**config.mk**
```make
export PLATFORM = sky130hd
export DESIGN_NAME = synced_time_of_day_keeper_flat
export DESIGN_NICKNAME = d
export VERILOG_FILES = /design/src/hw/rtl/tod_pkg.sv /design/src/hw/rtl/tod_if.sv /design/src/hw/rtl/tod_front.sv /design/src/hw/rtl/tod_fifo.sv /design/src/hw/rtl/tod_back.sv /design/src/hw/rtl/synced_time_of_day_keeper.sv /design/src/flat_wrapper.sv
export SDC_FILE = /design/constraint.sdc
export NUM_CORES = 2
export LEC_CHECK = 0
export BUFFER_PORTS_ARGS = -buffer_cell sky130_fd_sc_hd__buf_2
export CORE_MARGIN = 1.5
export CORE_UTILIZATION = 40
export DETAILED_ROUTE_END_ITERATION = 10
export GPL_TIMING_DRIVEN = 0
export MAX_ROUTING_LAYER = met4
export SETUP_SLACK_MARGIN = 0.3
export SKIP_CTS_REPAIR_TIMING = 1
export SLEW_MARGIN = 20
export SYNTH_ARGS = -nofsm -noshare
export SYNTH_HDL_FRONTEND = slang
export SYNTH_SLANG_ARGS = --single-unit
```
**constraint.sdc**
```tcl
create_clock -name clk -period 12 [get_ports clk]
set_input_delay 1.8 -clock clk [delete_from_list [all_inputs] [get_ports clk]]
set_output_delay 1.8 -clock clk [all_outputs]
set_load 0.02 [all_outputs]
```
**src/hw/rtl/tod_pkg.sv**
```systemverilog
// ----------------------------------------------------------------------------
// tod_pkg: shared types and constants of the synced time-of-day keeper
// Holds the item classes, status codes, queue item type and time constants.
// ----------------------------------------------------------------------------
package tod_pkg;

	localparam logic [29:0] NS_PER_SEC    = 30'd1000000000;
	localparam logic [33:0] POSIX_AT_1990 = 34'd631152000;

	// Request types on the input channel.
	localparam logic [1:0] REQ_READ = 2'd0;
	localparam logic [1:0] REQ_SYNC = 2'd1;
	localparam logic [1:0] REQ_FAIL = 2'd2;
	localparam logic [1:0] REQ_NOP  = 2'd3;

	// Classes that the front end hands to the back end.
	localparam logic [2:0] CL_READ = 3'd0;
	localparam logic [2:0] CL_SYNC = 3'd1;
	localparam logic [2:0] CL_BAD  = 3'd2;
	localparam logic [2:0] CL_FAIL = 3'd3;
	localparam logic [2:0] CL_NOP  = 3'd4;

	// Result status codes.
	localparam logic [2:0] STAT_OK       = 3'd0;
	localparam logic [2:0] STAT_NOSYNC   = 3'd1;
	localparam logic [2:0] STAT_FAILED   = 3'd2;
	localparam logic [2:0] STAT_BADTIME  = 3'd3;
	localparam logic [2:0] STAT_NOTLATER = 3'd4;

	// The remainder divide runs radix 4 over 18 digits (36 quotient bits).
	localparam logic [4:0] DIV_LAST = 5'd17;

	localparam logic [1:0] CFG_RETRY_LIMIT = 2'd0;

	typedef struct packed {
		logic [2:0]  cls;
		logic [31:0] tsec;
		logic [29:0] tns;
		logic [63:0] mono;
	} tod_item_t;

endpackage

```
**src/hw/rtl/tod_if.sv**
```systemverilog
// ----------------------------------------------------------------------------
// tod_if: request and result channel interfaces
// Valid/ready channels carrying the time keeper's requests and results.
// ----------------------------------------------------------------------------
interface tod_req_if;
	logic        valid;
	logic        ready;
	logic [1:0]  req_type;
	logic [33:0] server_posix_sec;
	logic [29:0] server_nsec;
	logic [63:0] mono_ns;

	modport source (output valid, req_type, server_posix_sec, server_nsec, mono_ns,
		input ready);
	modport sink (input valid, req_type, server_posix_sec, server_nsec, mono_ns,
		output ready);
endinterface

interface tod_rsp_if;
	logic        valid;
	logic        ready;
	logic [2:0]  status;
	logic        is_synced;
	logic [31:0] time_sec;
	logic [29:0] time_nsec;

	modport source (output valid, status, is_synced, time_sec, time_nsec, input ready);
	modport sink (input valid, status, is_synced, time_sec, time_nsec, output ready);
endinterface

```
**src/hw/rtl/tod_front.sv**
```systemverilog
// ----------------------------------------------------------------------------
// tod_front: request intake and classification
// Checks sample validity, converts to epoch seconds and registers the item.
// ----------------------------------------------------------------------------
module tod_front
	import tod_pkg::*;
(
	input  logic      clk,
	input  logic      arst_n,
	tod_req_if.sink   req,
	output logic      item_valid,
	output tod_item_t item,
	input  logic      item_ready
);

	logic        valid_s1;
	tod_item_t   item_s1;
	logic [33:0] epoch_sec;
	logic        bad_time;
	tod_item_t   item_d;

	assign req.ready = !valid_s1 || item_ready;

	assign epoch_sec = req.server_posix_sec - POSIX_AT_1990;
	assign bad_time  = (req.server_posix_sec <= POSIX_AT_1990) || (epoch_sec[33:32] != 2'b00)
		|| (req.server_nsec >= NS_PER_SEC);

	always_comb begin
		item_d.tsec = epoch_sec[31:0];
		item_d.tns  = req.server_nsec;
		item_d.mono = req.mono_ns;
		unique case (req.req_type)
			REQ_READ: item_d.cls = CL_READ;
			REQ_SYNC: item_d.cls = bad_time ? CL_BAD : CL_SYNC;
			REQ_FAIL: item_d.cls = CL_FAIL;
			default:  item_d.cls = CL_NOP;
		endcase
	end

	always_ff @(posedge clk or negedge arst_n) begin
		if (!arst_n) begin
			valid_s1 <= 1'b0;
		end else if (req.ready) begin
			valid_s1 <= req.valid;
		end
	end

	always_ff @(posedge clk) begin
		if (req.ready && req.valid) begin
			item_s1 <= item_d;
		end
	end

	assign item_valid = valid_s1;
	assign item       = item_s1;

endmodule

```
**src/hw/rtl/tod_fifo.sv**
```systemverilog
// ----------------------------------------------------------------------------
// tod_fifo: two-entry queue between front and back end
// Lets the intake and the execution side stall independently.
// ----------------------------------------------------------------------------
module tod_fifo
	import tod_pkg::*;
(
	input  logic      clk,
	input  logic      arst_n,
	input  logic      wr_valid,
	input  tod_item_t wr_item,
	output logic      wr_ready,
	output logic      rd_valid,
	output tod_item_t rd_item,
	input  logic      rd_pop
);

	tod_item_t  mem_q [2];
	logic       wr_ptr_q;
	logic       rd_ptr_q;
	logic [1:0] count_q;
	logic       do_wr;
	logic       do_rd;

	assign wr_ready = (count_q != 2'd2);
	assign rd_valid = (count_q != 2'd0);
	assign rd_item  = mem_q[rd_ptr_q];
	assign do_wr    = wr_valid && wr_ready;
	assign do_rd    = rd_pop && rd_valid;

	always_ff @(posedge clk or negedge arst_n) begin
		if (!arst_n) begin
			wr_ptr_q <= 1'b0;
			rd_ptr_q <= 1'b0;
			count_q  <= 2'd0;
		end else begin
			if (do_wr) wr_ptr_q <= !wr_ptr_q;
			if (do_rd) rd_ptr_q <= !rd_ptr_q;
			if (do_wr && !do_rd) count_q <= count_q + 2'd1;
			else if (do_rd && !do_wr) count_q <= count_q - 2'd1;
		end
	end

	always_ff @(posedge clk) begin
		if (do_wr) begin
			mem_q[wr_ptr_q] <= wr_item;
		end
	end

endmodule

```
**src/hw/rtl/tod_back.sv**
```systemverilog
// ----------------------------------------------------------------------------
// tod_back: clock state and request execution
// Holds the time state, runs the advance divide and sync step, drives results.
// ----------------------------------------------------------------------------
module tod_back
	import tod_pkg::*;
(
	input  logic      clk,
	input  logic      arst_n,
	input  logic [7:0] retry_limit,
	input  logic      item_valid,
	input  tod_item_t item,
	output logic      item_pop,
	tod_rsp_if.source rsp
);

	localparam logic [2:0] S_IDLE = 3'd0;
	localparam logic [2:0] S_SKIP = 3'd1;
	localparam logic [2:0] S_DIV  = 3'd2;
	localparam logic [2:0] S_ADD  = 3'd3;
	localparam logic [2:0] S_MUL  = 3'd4;
	localparam logic [2:0] S_SET  = 3'd5;

	logic [2:0]  state_q;
	logic        synced_q;
	logic [15:0] fail_q;
	logic [31:0] last_sec_q;
	logic [29:0] last_nsec_q;
	logic [31:0] clk_sec_q;
	logic [29:0] clk_nsec_q;
	logic [63:0] clk_mono_q;
	logic [63:0] skip_q;

	logic [63:0] rem_q;
	logic [31:0] quo_q;
	logic [4:0]  k_q;
	logic [63:0] mono_q;
	logic [31:0] tsec_q;
	logic [29:0] tns_q;
	logic [62:0] tfull_q;
	logic [62:0] cfull_q;

	logic        out_valid_q;
	logic [2:0]  out_status_q;
	logic        out_synced_q;
	logic [31:0] out_sec_q;
	logic [29:0] out_nsec_q;

	logic        out_free;
	logic [15:0] fail_inc;
	logic        not_later;
	logic [63:0] since_net;
	logic [5:0]  shamt;
	logic [65:0] rem_x, t1, t2, t3;
	logic [1:0]  digit;
	logic [65:0] rem_next;
	logic [30:0] ns_sum;
	logic        ns_wrap;
	logic [29:0] ns_new;
	logic [31:0] sec_new;

	assign out_free = !out_valid_q || rsp.ready;
	assign item_pop = (state_q == S_IDLE) && item_valid && out_free;

	assign fail_inc  = (fail_q == 16'hFFFF) ? fail_q : fail_q + 16'd1;
	assign not_later = (item.tsec < last_sec_q)
		|| ((item.tsec == last_sec_q) && (item.tns <= last_nsec_q));
	assign since_net = rem_q - skip_q;

	// One radix-4 quotient digit per cycle against shifted multiples of 1e9.
	assign shamt = {k_q, 1'b0};
	assign rem_x = {2'b00, rem_q};
	assign t1    = {36'd0, NS_PER_SEC} << shamt;
	assign t2    = t1 << 1;
	assign t3    = t1 + t2;
	always_comb begin
		if (rem_x >= t3) begin
			digit = 2'd3; rem_next = rem_x - t3;
		end else if (rem_x >= t2) begin
			digit = 2'd2; rem_next = rem_x - t2;
		end else if (rem_x >= t1) begin
			digit = 2'd1; rem_next = rem_x - t1;
		end else begin
			digit = 2'd0; rem_next = rem_x;
		end
	end

	assign ns_sum  = {1'b0, clk_nsec_q} + {1'b0, rem_q[29:0]};
	assign ns_wrap = ns_sum >= {1'b0, NS_PER_SEC};
	assign ns_new  = ns_wrap ? 30'(ns_sum - {1'b0, NS_PER_SEC}) : ns_sum[29:0];
	assign sec_new = clk_sec_q + quo_q + {31'd0, ns_wrap};

	always_ff @(posedge clk or negedge arst_n) begin
		if (!arst_n) begin
			state_q     <= S_IDLE;
			synced_q    <= 1'b0;
			fail_q      <= 16'd0;
			last_sec_q  <= 32'd0;
			last_nsec_q <= 30'd0;
			clk_sec_q   <= 32'd0;
			clk_nsec_q  <= 30'd0;
			clk_mono_q  <= 64'd0;
			skip_q      <= 64'd0;
			out_valid_q <= 1'b0;
		end else begin
			if (rsp.ready) out_valid_q <= 1'b0;
			unique case (state_q)
				S_IDLE: begin
					if (item_pop) begin
						case (item.cls)
							CL_READ: begin
								if (!synced_q) begin
									out_valid_q  <= 1'b1;
									out_status_q <= STAT_NOSYNC;
									out_synced_q <= 1'b0;
									out_sec_q    <= 32'd0;
									out_nsec_q   <= 30'd0;
								end else begin
									state_q <= S_SKIP;
								end
							end
							CL_SYNC: begin
								if (not_later && synced_q) begin
									synced_q     <= 1'b0;
									out_valid_q  <= 1'b1;
									out_status_q <= STAT_NOTLATER;
									out_synced_q <= 1'b0;
									out_sec_q    <= clk_sec_q;
									out_nsec_q   <= clk_nsec_q;
								end else begin
									fail_q  <= 16'd0;
									state_q <= S_MUL;
								end
							end
							CL_BAD: begin
								synced_q     <= 1'b0;
								out_valid_q  <= 1'b1;
								out_status_q <= STAT_BADTIME;
								out_synced_q <= 1'b0;
								out_sec_q    <= clk_sec_q;
								out_nsec_q   <= clk_nsec_q;
							end
							CL_FAIL: begin
								fail_q       <= fail_inc;
								if (fail_inc > {8'd0, retry_limit}) synced_q <= 1'b0;
								out_valid_q  <= 1'b1;
								out_status_q <= STAT_FAILED;
								out_synced_q <= synced_q && !(fail_inc > {8'd0, retry_limit});
								out_sec_q    <= clk_sec_q;
								out_nsec_q   <= clk_nsec_q;
							end
							default: begin
								out_valid_q  <= 1'b1;
								out_status_q <= synced_q ? STAT_OK : STAT_NOSYNC;
								out_synced_q <= synced_q;
								out_sec_q    <= clk_sec_q;
								out_nsec_q   <= clk_nsec_q;
							end
						endcase
					end
				end
				S_SKIP: begin
					state_q <= S_IDLE;
					if (skip_q > rem_q || since_net == 64'd0) begin
						if (skip_q <= rem_q) skip_q <= 64'd0;
						out_valid_q  <= 1'b1;
						out_status_q <= STAT_OK;
						out_synced_q <= 1'b1;
						out_sec_q    <= clk_sec_q;
						out_nsec_q   <= clk_nsec_q;
					end else begin
						skip_q  <= 64'd0;
						state_q <= S_DIV;
					end
				end
				S_DIV: begin
					if (k_q == 5'd0) state_q <= S_ADD;
				end
				S_ADD: begin
					clk_nsec_q   <= ns_new;
					clk_sec_q    <= sec_new;
					clk_mono_q   <= mono_q;
					out_valid_q  <= 1'b1;
					out_status_q <= STAT_OK;
					out_synced_q <= 1'b1;
					out_sec_q    <= sec_new;
					out_nsec_q   <= ns_new;
					state_q      <= S_IDLE;
				end
				S_MUL: begin
					state_q <= S_SET;
				end
				S_SET: begin
					skip_q       <= (tfull_q >= cfull_q) ? 64'd0 : {1'b0, cfull_q - tfull_q};
					clk_mono_q   <= mono_q;
					clk_sec_q    <= tsec_q;
					clk_nsec_q   <= tns_q;
					last_sec_q   <= tsec_q;
					last_nsec_q  <= tns_q;
					synced_q     <= 1'b1;
					out_valid_q  <= 1'b1;
					out_status_q <= STAT_OK;
					out_synced_q <= 1'b1;
					out_sec_q    <= tsec_q;
					out_nsec_q   <= tns_q;
					state_q      <= S_IDLE;
				end
				default: state_q <= S_IDLE;
			endcase
		end
	end

	// Datapath registers without reset.
	always_ff @(posedge clk) begin
		if (item_pop) begin
			rem_q  <= item.mono - clk_mono_q;
			mono_q <= item.mono;
			tsec_q <= item.tsec;
			tns_q  <= item.tns;
		end
		if (state_q == S_SKIP) begin
			rem_q <= since_net;
			quo_q <= 32'd0;
			k_q   <= DIV_LAST;
		end
		if (state_q == S_DIV) begin
			rem_q <= rem_next[63:0];
			quo_q <= {quo_q[29:0], digit};
			k_q   <= k_q - 5'd1;
		end
		if (state_q == S_MUL) begin
			tfull_q <= 63'(62'(tsec_q) * 62'(NS_PER_SEC)) + {33'd0, tns_q};
			cfull_q <= 63'(62'(clk_sec_q) * 62'(NS_PER_SEC)) + {33'd0, clk_nsec_q};
		end
	end

	assign rsp.valid     = out_valid_q;
	assign rsp.status    = out_status_q;
	assign rsp.is_synced = out_synced_q;
	assign rsp.time_sec  = out_sec_q;
	assign rsp.time_nsec = out_nsec_q;

endmodule

```
**src/hw/rtl/synced_time_of_day_keeper.sv**
```systemverilog
// ----------------------------------------------------------------------------
// synced_time_of_day_keeper: server-disciplined time-of-day clock
// Top level joining intake, request queue, execution back end and APB register.
// ----------------------------------------------------------------------------
// Requests arrive on the req channel (valid/ready): read the time, deliver a
// server time sample, or report a failed server request, each with the value
// of the free-running nanosecond counter. Every request yields exactly one
// result on the rsp channel: a status, the synchronized flag and the time of
// day in seconds past the 1990 epoch plus nanoseconds.
// The front end classifies a request and registers it, then places it in a
// two-entry queue; the back end executes it and holds the result in an
// output register. Failures, bad samples and unsynchronized reads are
// answered from the idle state, so they stream at one request per cycle
// while the receiver takes each result. A sample that sets the clock runs
// two constant multiplies in the multiply state, then the skip subtract in
// the set state. A synchronized read passes the skip, divide and add states:
// the elapsed time is split into seconds and nanoseconds by a radix-4 divide
// by 1e9 that retires one quotient digit per cycle over 18 digits. A
// synchronized read that leaves the clock as it is, because a pending skip
// covers the elapsed time or none has elapsed, is answered from the skip state.
// When the receiver stalls, the output register holds its result and the
// queue and front end keep taking requests until they fill. Reset clears the
// clock state, drops synchronization and sets retry_limit to 4; the APB
// register retry_limit sits at byte address 0.
// ----------------------------------------------------------------------------
module synced_time_of_day_keeper
	import tod_pkg::*;
(
	input  logic        clk,
	input  logic        arst_n,
	tod_req_if.sink     req,
	tod_rsp_if.source   rsp,
	input  logic        psel,
	input  logic        penable,
	input  logic        pwrite,
	input  logic [2:0]  paddr,
	input  logic [31:0] pwdata,
	output logic [31:0] prdata,
	output logic        pready
);

	logic [7:0] retry_limit_q;
	logic       front_valid;
	tod_item_t  front_item;
	logic       front_ready;
	logic       q_valid;
	tod_item_t  q_item;
	logic       q_pop;
	logic       reg_hit;

	// Only one register: byte address 0 (word index 0).
	assign reg_hit = (paddr[2] == CFG_RETRY_LIMIT[0]);
	assign pready  = 1'b1;
	assign prdata  = reg_hit ? {24'd0, retry_limit_q} : 32'd0;

	always_ff @(posedge clk or negedge arst_n) begin
		if (!arst_n) begin
			retry_limit_q <= 8'd4;
		end else if (psel && penable && pwrite && reg_hit) begin
			retry_limit_q <= pwdata[7:0];
		end
	end

	tod_front u_front (
		.clk        (clk),
		.arst_n     (arst_n),
		.req        (req),
		.item_valid (front_valid),
		.item       (front_item),
		.item_ready (front_ready)
	);

	tod_fifo u_fifo (
		.clk      (clk),
		.arst_n   (arst_n),
		.wr_valid (front_valid),
		.wr_item  (front_item),
		.wr_ready (front_ready),
		.rd_valid (q_valid),
		.rd_item  (q_item),
		.rd_pop   (q_pop)
	);

	tod_back u_back (
		.clk         (clk),
		.arst_n      (arst_n),
		.retry_limit (retry_limit_q),
		.item_valid  (q_valid),
		.item        (q_item),
		.item_pop    (q_pop),
		.rsp         (rsp)
	);

endmodule
```
**src/flat_wrapper.sv**
```systemverilog
// flat-port wrapper written by rule: the top's interface ports become plain ports
module synced_time_of_day_keeper_flat import tod_pkg::*;
  (clk, arst_n, psel, penable, pwrite, paddr, pwdata, prdata, pready, req_valid, req_req_type, req_server_posix_sec, req_server_nsec, req_mono_ns, req_ready, rsp_valid, rsp_status, rsp_is_synced, rsp_time_sec, rsp_time_nsec, rsp_ready);
  tod_req_if req_i ();
  tod_rsp_if rsp_i ();
  input  logic clk;
  input  logic arst_n;
  input  logic psel;
  input  logic penable;
  input  logic pwrite;
  input  logic [2:0] paddr;
  input  logic [31:0] pwdata;
  output logic [31:0] prdata;
  output logic pready;
  input wire logic [$bits(req_i.valid)-1:0] req_valid;
  input wire logic [$bits(req_i.req_type)-1:0] req_req_type;
  input wire logic [$bits(req_i.server_posix_sec)-1:0] req_server_posix_sec;
  input wire logic [$bits(req_i.server_nsec)-1:0] req_server_nsec;
  input wire logic [$bits(req_i.mono_ns)-1:0] req_mono_ns;
  output wire logic [$bits(req_i.ready)-1:0] req_ready;
  output wire logic [$bits(rsp_i.valid)-1:0] rsp_valid;
  output wire logic [$bits(rsp_i.status)-1:0] rsp_status;
  output wire logic [$bits(rsp_i.is_synced)-1:0] rsp_is_synced;
  output wire logic [$bits(rsp_i.time_sec)-1:0] rsp_time_sec;
  output wire logic [$bits(rsp_i.time_nsec)-1:0] rsp_time_nsec;
  input wire logic [$bits(rsp_i.ready)-1:0] rsp_ready;
  assign req_i.valid = req_valid;
  assign req_i.req_type = req_req_type;
  assign req_i.server_posix_sec = req_server_posix_sec;
  assign req_i.server_nsec = req_server_nsec;
  assign req_i.mono_ns = req_mono_ns;
  assign req_ready = req_i.ready;
  assign rsp_valid = rsp_i.valid;
  assign rsp_status = rsp_i.status;
  assign rsp_is_synced = rsp_i.is_synced;
  assign rsp_time_sec = rsp_i.time_sec;
  assign rsp_time_nsec = rsp_i.time_nsec;
  assign rsp_i.ready = rsp_ready;
  synced_time_of_day_keeper u_core (.clk(clk), .arst_n(arst_n), .req(req_i), .rsp(rsp_i), .psel(psel), .penable(penable), .pwrite(pwrite), .paddr(paddr), .pwdata(pwdata), .prdata(prdata), .pready(pready));
endmodule
```
==> results.cfg <==
[clock_network]
cts_tree = yes
clock_latency_ns = 0.82
cts_made_buffers = 118
cts-root-buf = clkbuf_16
cts.path.max_buffers = 3
clock_sinks = 1091
clk_pin_slew_ns = 0.06
htree_num_levels = 3

[logic_synthesis]
yosys.area_share.simple = 0.114
synth-seq-area-share = 0.314
synth_cell_types = 136
muxShareOfSynthArea = 0.0179
synthArstFlopShare = 0.261
synthesis.area_um2 = 99700
synth_seq_cells = 1091
avgSynthCellArea_um2 = 9.76
ys_warn_count = 0
synth_compound_area_frac = 0.169
synth_edf_count = 806
synth_fa_ha_area_frac = 0.267
synth_cells = 10200
ys.flop_type = edfxtp_1
synth_xor_area_frac = 0.0528
synth_top_family_by_area = adder cells

[sta]
clock_skew_ns = 0.112
slew_headroom = 0.194
finalSetupViolCount = 0
finalSetupTns_ns = 0
max_freq_mhz = 92.2
layout_min_cycle_time_ns = 10.85
rsz0062_at_grt = false
slew_viol_final = 0
hold_viol = 0
min_period_over_period = 0.904
worst_pin_slew_ns = 1.20
hold_slack_ns = 0.398

[route]
dr.pass1.iters = 8
drt_iter0_drc = 6825
wl_per_cell_um = 25.0
viasPerCell = 5.63
final_antenna_net_count = 0
num_vias = 79200
drc_errors = 0
routed_wl_mm = 351

[place]
placed_cell_area_um2 = 106000
hpwlAfterDp_mm = 296
io_buffers = 220
gp_congestion = 1.01

[run]
cap_violations = 0

[critical_path]
crit_fanout = 22
arrival_ns = 11.32
r2r-start = u_core.u_back.k_q[0]$_SDFFCE_PN1P_
cp_slowest_stage_delay_ns = 0.83
critPathLaunchType = flip-flop
critPathRequiredTime_ns = 12.48
criticalPathCategory = flip-flop to flip-flop
slowest_stage = a221oi_1
crit_path_frequent_cell = nor2_1
end_kind = flip-flop
crit_path_start = u_core.u_back.k_q[0]$_SDFFCE_PN1P_

[global_routing]
grt_pass1_vias = 78500
grt_use_total = 0.281
grt_max_degree = 89
grt_pass1_wl_mm = 512
antenna_found_initial = 25
grt-ovfl-total = 0

[finish]
final_common_cell = inv_1
final_area_um2 = 110000
layout_common_cells = inv_1 (1381), ha_1 (1113), nand2_1 (808), edfxtp_1 (806), a21oi_1 (664)
drive_gt1_frac = 0.0748
area_growth_pct = 10.1
nets = 12500

[run_status]
outcome = complete, no violations

[hold_path]
hold_path_class = flip-flop to flip-flop
hp-start = u_core.u_front.item[68]$_DFFE_PP_

[floorplanning]
dieHeight_um = 502
std_cell_rows = 183
initial_core_util = 0.402
io_pins = 273
die_x_um = 502
core_um2 = 248000
fp.dieArea_um2 = 252000
==> synthesized netlist by cell type, types with 23 or more instances <==
| cell | n | area share |
|---|---|---|
| inv_1 | 1382 | 0.052 |
| ha_1 | 1113 | 0.14 |
| nand2_1 | 808 | 0.030 |
| edfxtp_1 | 806 | 0.24 |
| a21oi_1 | 665 | 0.033 |
| fa_1 | 633 | 0.13 |
| o21ai_0 | 547 | 0.027 |
| nor2_1 | 507 | 0.019 |
| xnor2_1 | 385 | 0.034 |
| a21o_1 | 316 | 0.024 |
| dfrtp_1 | 284 | 0.071 |
| clkbuf_1 | 236 | 0.0089 |
| xor2_1 | 216 | 0.019 |
| nand3_1 | 188 | 0.0094 |
| nor3_1 | 160 | 0.0080 |
| mux2_2 | 139 | 0.016 |
| nand4_1 | 122 | 0.0077 |
| and3_1 | 107 | 0.0067 |
| nor2b_1 | 101 | 0.0063 |
| o211ai_1 | 98 | 0.0074 |
| o21a_1 | 98 | 0.0074 |
| nand2b_1 | 83 | 0.0052 |
| a211oi_1 | 81 | 0.0061 |
| o21bai_1 | 81 | 0.0061 |
| a31oi_1 | 75 | 0.0047 |
| a22o_1 | 69 | 0.0061 |
| a21boi_0 | 52 | 0.0039 |
| o21ai_1 | 47 | 0.0024 |
| and2_1 | 43 | 0.0027 |
| nor4_1 | 41 | 0.0026 |
| or3_1 | 41 | 0.0026 |
| o31ai_1 | 40 | 0.0030 |
| o22ai_1 | 32 | 0.0020 |
| buf_4 | 29 | 0.0022 |
| buf_2 | 28 | 0.0014 |
| a221oi_1 | 26 | 0.0023 |
| a2111oi_0 | 25 | 0.0022 |
| a22oi_1 | 23 | 0.0017 |
| or2_2 | 23 | 0.0014 |
==> cells by family after synthesis <==
| family | Yosys count |
|---|---|
| adder cells (fa/ha/maj) | 1746 |
| other | 2 |
| AO/OA/AOI/OAI | 2566 |
| XOR/XNOR | 601 |
| AND/OR/NAND/NOR | 2353 |
| multiplexers | 161 |
| buffers and inverters | 1688 |
| flip-flops | 1091 |
==> registers in the layout (all words and copies together) (netlist names), 5 cells and up <==
signal                       flops
u_core.u_back.tsec_q            32
u_core.u_back.clk_sec_q         32
u_core.u_back.k_q                5
u_core.u_back.mono_q            64
u_core.u_back.rsp.time_nsec     30
u_core.u_back.skip_q            63
u_core.u_back.cfull_q           63
u_core.u_back.clk_mono_q        64
u_core.retry_limit_q             8
u_core.u_back.rsp.time_sec      32
u_core.u_back.rem_q             64
u_core.u_back.fail_q            16
u_core.u_front.item            129
u_core.u_back.last_nsec_q       30
u_core.u_back.tns_q             30
u_core.u_back.tfull_q           63
u_core.u_back.last_sec_q        32
u_core.u_fifo.mem_q            258
u_core.u_back.quo_q             32
u_core.u_back.clk_nsec_q        30
==> worst max-delay path, delay by kind of cell (launching register included) <==
family / cells / cell delay (ns)
XOR/XNOR: 1 / 0.25
AO/OA/AOI/OAI: 14 / 4.45
adder cells (fa/ha/maj): 4 / 1.48
AND/OR/NAND/NOR: 13 / 2.66
buffers and inverters: 3 / 1.07
flip-flops: 1 / 0.64
==> metal layers <==
layer | global-route usage | up-vias | part of all wire
li1 | - | 36800 | -
met1 | 0.360 | 39200 | 0.43
met2 | 0.450 | 2502 | 0.46
met3 | 0.0258 | 625 | 0.049
met4 | 0.133 | 0 | 0.055
met5 | - | - | 0
==> metrics by stage <==
stage / instances / setup slack [ns] / utilization
after floorplan: 10200 / 1.72 / -
after global placement: 13800 / -3.26 / 0.423
after detailed placement: 13800 / 1.42 / 0.426
after CTS: 14000 / 1.39 / 0.442
after global routing: 14000 / 0.676 / 0.442
final: 14100 / 1.15 / 0.442
==> layout make-up <==
type / instances / area (µm²)
Antenna cell: 15 / 37.5
Buffer: 305 / 1340
Clock buffer: 144 / 3110
Clock inverter: 77 / 868
Fill cell: 24000 / 138000
Inverter: 1383 / 5200
Multi-Input combinational cell: 7452 / 62000
Sequential cell: 1091 / 31300
Tap cell: 3330 / 4170
Timing Repair Buffer: 253 / 1680
==> path summary, 6_finish.rpt <==
path                                                            end  slack (ns)  depth (start not counted)
max in group asynchronous   u_core.u_back.last_sec_q[6]$_DFFE_PN0P_        9.36                          4
hold / removal                 u_core.u_fifo.mem_q[0][68]$_DFFE_PP_        0.40                          0
setup reg to reg                   u_core.u_back.rem_q[3]$_DFFE_PP_        1.15                         35
min in group asynchronous  u_core.u_back.clk_mono_q[39]$_DFFE_PN0P_        0.88                          1
setup / recovery                   u_core.u_back.rem_q[3]$_DFFE_PP_        1.15                         35
hold reg to reg                u_core.u_fifo.mem_q[0][68]$_DFFE_PP_        0.40                          0
Power is not shown: default switching activity piles up to over one toggle a cycle in this logic, so the estimate is an artifact.
